--- src/rtl/kba_ram.sv ---
// generic single-port-write ram with registered read
`default_nettype none
module kba_ram #(
  parameter int WIDTH = 32,
  parameter int DEPTH = 16,
  localparam int AW = $clog2(DEPTH > 1 ? DEPTH : 2)
) (
  input  wire logic             clk,
  input  wire logic             we,
  input  wire logic [AW-1:0]    waddr,
  input  wire logic [WIDTH-1:0] wdata,
  input  wire logic [AW-1:0]    raddr,
  output logic      [WIDTH-1:0] rdata
);
  logic [WIDTH-1:0] mem [DEPTH];

  // write and registered read
  always_ff @(posedge clk) begin
    if (we) begin
      mem[waddr] <= wdata;
    end
    rdata <= mem[raddr];
  end
endmodule
`default_nettype wire

--- config.mk ---
export PLATFORM = sky130hd
export DESIGN_NAME = kba_ram
export DESIGN_NICKNAME = d
export VERILOG_FILES = /design/src/rtl/kba_ram.sv
export SDC_FILE = /design/constraint.sdc
export NUM_CORES = 1
export LEC_CHECK = 0
export BUFFER_PORTS_ARGS = -buffer_cell sky130_fd_sc_hd__buf_2
export CORE_AREA = 4 4 218 241
export CTS_BUF_LIST = sky130_fd_sc_hd__clkbuf_4
export DETAILED_ROUTE_END_ITERATION = 6
export DIE_AREA = 0 0 222 245
export GPL_ROUTABILITY_DRIVEN = 0
export PLACE_DENSITY = 0.63
export SETUP_SLACK_MARGIN = 0.1
export SLEW_MARGIN = 20
export SYNTH_ARGS = -nofsm -noshare
export SYNTH_HDL_FRONTEND = slang
export SYNTH_SLANG_ARGS = --single-unit
--- constraint.sdc ---
create_clock -name clk -period 7.3 [get_ports clk]
set_input_delay 1.46 -clock clk [delete_from_list [all_inputs] [get_ports clk]]
set_output_delay 1.46 -clock clk [all_outputs]
set_load 0.02 [all_outputs]
==> run metrics, run 1 <==
number of port buffers 73; simple-gate share of the synthesized area 1.27%; final antenna-violating net count 0; die height 245 µm; post-synth cell types 18; Synth top area share between 70 and 80%; First-pass DRT Iterations 5; syn nets 880; TritonCTS Buffers 137; max_cap viols 0; Vias 9409; crit path launch raddr[0]; CTS tree built; hold_buf cts 0; vias in the first global route approximately 10000; total global-route track usage 15.8%; mux cell area share after synthesis 14.5%; final WL 42.6 mm; post-DP HPWL 19.8 mm; cell area power density ~280 mW/mm²; Starting Density roughly two fifths; share of post-route cells with drive strength above 1 about two fifths; setup bufs post-CTS 0; cell area after synthesis about 0.02 mm²; most frequent cells in the layout edfxtp_1 (512), clkbuf_4 (216), mux4_2 (128); fmax around 320 MHz; number of synthesized register bits 544; initial antenna violation count 1; drt drc 0; placed inst area 0.0211 mm²; final setup violation count 0; largest net degree at the start of global routing 73; io pins 74; first-pass GRT wire length 63.8 mm; final hold violations 0; gr ovfl total 0; Crit Path Class input pin to flop; vias per cell 5.23; post-synthesis compound-gate area fraction 2.42%; cell breakdown of the critical path clkbuf_8, buf_4, mux4_2, a22oi_1, nand2_1; PnR worst setup slack 4.19 ns; Die Footprint 0.0544 mm²; Fin Clk Skew 0.0354 ns; synthesis-to-layout area growth 15.6%; CTS resizes 0; Startpoint Class input pin; worst r2r path cells 3; Final Critical Period 3.11 ns; Ys Warns 0; hold crit path type flop to flop; Die X 222 µm; max incr delay on CP 0.71 ns; nature of the critical path endpoint flop; Max transition margin 27.2%; Longest Clk Path Bufs 3; min-delay src mem[14][28]; crit-path max FO 70; clk_lat worst skew roughly 0.81 ns; Synth Area in Adders 0%; core area 0.0499 mm²; WP data required 7.96 ns; Slew @ Worst Pin 1.09 ns; Cells after Synth roughly 840; RSZ-0062 raised after global routing no; CTS sink count ~540; DP Worst Slack 3.29 ns; Root Buffer clkbuf_4; Pleak 7.55 nW; RR Startpoint mem[0][21]; clk slew on worst S/H paths 0.06 ns; final worst path period share 42.6%; final slew viol count 0; DRT iter0 DRCs 851; TNS Setup 0 ns; final std cell area, no fill 0.0230 mm²; most common cell after layout, fill and taps aside edfxtp_1; worst vdd ir slightly below 0.1 mV; status finished clean; WP data arrival 3.77 ns; hold path depth 3; H-tree depth 4; register area share after synthesis 80.7%; area leader, netlist edfxtp_1; xor/xnor share of the synthesized area 0%; Routed WL per cell 23.7 µm; Rows 86; main area contributors after synthesis edfxtp_1 (77%), mux4_2 (15%), dfxtp_1 (3.2%); largest family of logic cells by synthesized area multiplexers; Final #Nets approximately 1100; syn_area_per_cell roughly 24 µm²; Slowest cell on crit path buf_4
routing by layer:
layer / vias up / track usage, % / share of wire, %
met5: - / 0 / 0
met4: 0 / 5.15 / 1.4
met3: 54 / 3.82 / 6.3
met2: 343 / 25.4 / 49
met1: 4951 / 21.6 / 43
li1: 4061 / - / -
critical path, delay by kind of cell:
family	cells	cell delay [ns]
AND/OR/NAND/NOR	1	0.07
AO/OA/AOI/OAI	1	0.20
buffers and inverters	2	1.39
multiplexers	1	0.59
power by group:
group / internal, W / switching (W) / leakage, nW
clock network: 0.00145 / 0.00114 / 1.10
registers: 0.00349 / 0.0000226 / 4.89
logic: 0.000123 / 0.000195 / 1.55
registers in the layout (all words and copies together) (netlist names):
name,count
mem,512
rdata,32
path summary, 6_finish.rpt:
kind / slack, ns / to
worst min-delay path: 0.66 / rdata[28]
worst min register to register: 0.66 / rdata[28]
worst max-delay path: 4.19 / rdata[27]
worst max register to register: 5.94 / rdata[21]
synthesized netlist by cell type:
cell type and number:
buf_4 11, nor2b_1 2, nand3b_1 2, mux4_2 128, clkbuf_1 17, dfxtp_1 32, nand2_1 33, nor2_1 13
nand2b_1 2, and2_1 1, a22oi_1 64, or3b_2 1, buf_1 9, buf_2 4, buf_6 2, nand3_1 1
edfxtp_1 512, nor3_1 4
layout make-up:
type / instances / area (µm²)
timing repair buffer: 96 / 549
clock buffer: 216 / 1620
multi-input combinational: 251 / 3750
sequential: 544 / 16000
fill: 4220 / 27000
tap: 660 / 826
clock inverter: 30 / 193
antenna: 1 / 2.50
cell families after synthesis:
| kind of cell | Yosys count |
|---|---|
| flops | 544 |
| compound gates | 64 |
| buf+inv | 43 |
| mux | 128 |
| simple gates | 59 |
per-stage QoR:
stage	util (%)	hold slack, ns	total power, W	instances
after floorplan	-	0.635	0.00377	838
after global placement	42.3	0.659	0.00390	1551
after global routing	46.0	0.687	0.00672	1798
final	46.0	0.659	0.00642	1798
after detailed placement	42.3	0.654	0.00391	1551
after CTS	46.0	0.650	0.00651	1797
(Power assumes the default switching activity.)
==> run 2: changes to the inputs <==
--- a/config.mk
+++ b/config.mk
@@ -5,11 +5,12 @@
 export SDC_FILE = /design/constraint.sdc
 export NUM_CORES = 1
 export LEC_CHECK = 0
+export ABC_AREA = 1
 export BUFFER_PORTS_ARGS = -buffer_cell sky130_fd_sc_hd__buf_2
-export CORE_AREA = 4 4 218 241
+export CORE_AREA = 4 4 233 258
 export CTS_BUF_LIST = sky130_fd_sc_hd__clkbuf_4
 export DETAILED_ROUTE_END_ITERATION = 6
-export DIE_AREA = 0 0 222 245
+export DIE_AREA = 0 0 237 262
 export GPL_ROUTABILITY_DRIVEN = 0
 export PLACE_DENSITY = 0.63
 export SETUP_SLACK_MARGIN = 0.1
==> constraint.sdc (replaced) <==
create_clock -name clk -period 3.2 [get_ports clk]
set_input_delay 0.64 -clock clk [delete_from_list [all_inputs] [get_ports clk]]
set_output_delay 0.64 -clock clk [all_outputs]
set_load 0.02 [all_outputs]
==> run metrics, run 2 <==
Slowest cell on crit path dfxtp_1; CTS tree built; CTS sink count 544 (unchanged); Startpoint Class flop; final worst path period share 66.3%; Worst R2R End rdata[5]; WP data arrival 1.48 ns (-2.29 ns); drt drc 0 (unchanged); Slew @ Worst Pin 0.872 ns (-0.220 ns); Top reg by flops mem; clk slew on worst S/H paths 0.06 ns (about the same); Largest register FFs 512 (unchanged); area leader, netlist edfxtp_1; DRT iter0 DRCs 1385 (+63%); Fin Clk Skew 0.0574 ns (+0.0219 ns); Starting Density 39.7% (about the same); register area share after synthesis 70.5% (-10 points); min-delay src wdata[21]; Synth top cells by count nand2_1 (677), edfxtp_1 (512), inv_1 (388), nand3_1 (385), buf_2 (41); Vias 15100 (+61%); number of port buffers 73 (unchanged); RR Startpoint mem[13][5]; Final #Nets 2311 (+120%); cell breakdown of the critical path buf_2; final slew viol count 0 (unchanged); Rows 92 (+7.0%); TNS Setup 0 ns (unchanged); final setup violation count 0 (unchanged); CP Buf/Inv Count 1 (-1); First-pass DRT Iterations 7 (+2); cell area power density 585 mW/mm² (+110%); TritonCTS Buffers 139 (+1.5%); Fill cells 5266 (+25%); initial antenna violation count 4 (+3); CP delay by family, top flip-flops; RSZ-0062 raised after global routing no; syn nets 2162 (+150%); share of post-route cells with drive strength above 1 15.6% (-26 points); Synth top area share 67.6% (-9.8 points); syn_area_per_cell 10.7 µm² (-55%); most common cell after layout, fill and taps aside nand2_1; final hold violations 0 (unchanged); Crit Path Class flop to output pin; cell with the most instances after synthesis nand2_1; Ys Warns 0 (unchanged); hold_buf cts 0 (unchanged); post-synth cell types 15 (-3); H-tree depth 4 (unchanged); Final Power 0.0151 W (+130%); Pleak 11.1 nW (+48%); post-DP HPWL 29.7 mm (+50%); Longest Clk Path Bufs 3 (unchanged); clk_lat worst skew 0.85 ns (+0.04 ns); hold path depth 1 (-2); worst r2r path cells 6 (+3); Die X 237 µm (+6.8%); gr ovfl total 0 (unchanged); post-synthesis async set-or-reset flop share 0% (unchanged); Worst Hold Path EP mem[12][21]; worst vdd ir 0.262 mV (+160%); fmax 472 MHz; Routed WL per cell 17.4 µm (-26%); status finished clean; vias per cell 4.82 (-7.9%); final antenna-violating net count 0 (unchanged); first-pass GRT wire length 85.0 mm (+33%); final WL 54.5 mm (+28%); die height 262 µm (+6.9%); core area 0.0572 mm² (+15%); io pins 74 (unchanged); Post-synth EDFFs 512 (unchanged); total global-route track usage 17.6% (+1.8 points); nature of the critical path endpoint output pin; vias in the first global route 15200 (+49%); largest net degree at the start of global routing 129 (+77%); Die Footprint 0.0621 mm² (+14%); main area contributors after synthesis edfxtp_1 (68%), nand2_1 (11%), nand3_1 (8.5%); crit-path max FO 1 (-99%); number of synthesized register bits 544 (unchanged); setup bufs post-CTS 0 (unchanged); hold crit path type input pin to flop; Final Critical Period between 2 and 2.5 ns; largest registers mem (512), rdata (32); Root Buffer clkbuf_4; cell area after synthesis 0.0227 mm² (+14%); Main synth FF type edfxtp_1; most frequent cells in the layout nand2_1 (677), edfxtp_1 (512), inv_1 (386); WP data required 2.56 ns (-5.40 ns); max_cap viols 0 (unchanged); Cells after Synth 2120 (+150%); synthesis-to-layout area growth 13.4%; CTS resizes 0 (unchanged); max incr delay on CP 0.43 ns (-0.28 ns); Worst R2R Setup Slack 2.10 ns (-3.84 ns); Max transition margin 41.8% (+15 points)
==> run 2: changes by cell type in the layout (fill, tap and decap cells not counted), sizes merged, moves of 4 or more <==
cell | before | now
nor2 | 13 | 17
nand2 | 33 | 677
clkbuf | 217 | 227
a22oi | 64 | 0
mux4 | 128 | 0
nor3 | 4 | 0
inv | 7 | 395
buf | 95 | 112
nand3 | 1 | 385
==> run 2: through the flow <==
step / util [%] / worst slack (ns) / hold slack (ns) / std cells / area (µm²)
detailed placement: 41.8 / 0.759 / 0.650 / 2880 / 23900
finish: 45.1 / 1.08 / 0.176 / 3135 / 25800
global route: 45.1 / 0.972 / 0.111 / 3134 / 25800
floorplan: - / 0.567 / 0.607 / 2120 / 22700
CTS: 45.1 / 0.966 / 0.0764 / 3133 / 25800
global placement: 41.8 / 0.782 / 0.637 / 2880 / 23900
==> run 2: layout make-up <==
class / instances / area, µm² / share of cell area (%)
Antenna cell: 2 / 5.00 / 0.0194
Clock buffer: 226 / 1700 / 6.58
Clock inverter: 27 / 173 / 0.670
Inverter: 390 / 1470 / 5.71
Multi-Input combinational cell: 1081 / 4670 / 18.1
Sequential cell: 544 / 16000 / 62.1
Tap cell: 752 / 941 / 3.65
Timing Repair Buffer: 113 / 815 / 3.16
==> run 2: routing by layer <==
layer	up-vias	share of wire (%)	wire [µm]	GRT usage (%)
met3	93	7.1	3870	4.04
li1	7235	-	-	-
met5	-	0.050	27	0
met2	537	48	26300	28.7
met1	7235	42	23100	22.9
met4	4	2.2	1180	7.10
==> run 2: where the power goes <==
part / internal [W] / total (W) / switching [W]
logic: 0.000262 / 0.000968 / 0.000706
registers: 0.00796 / 0.00801 / 0.0000523
clock network: 0.00335 / 0.00609 / 0.00274
==> run 2: how the worst max path moves through the flow <==
stage                         from          to  slack [ns]  cells after the start
after floorplan           waddr[2]  mem[10][0]        0.57                      2
after detailed placement  raddr[0]    rdata[6]        0.76                      8
after CTS                 rdata[6]    rdata[6]        0.97                      1
final                     rdata[6]    rdata[6]        1.08                      1
after global routing      rdata[6]    rdata[6]        0.97                      1
after global placement    raddr[0]    rdata[6]        0.78                      8
==> run 2: cells by family (layout without fill, tap and decap cells) <==
logic type             after synthesis  count (layout)  share of synthesized area (%)
and+or+nand+nor                   1081            1081                           20.0
DFF                                544             544                           70.5
buffers and inverters              495             756                           9.54
other                                0               2                              0
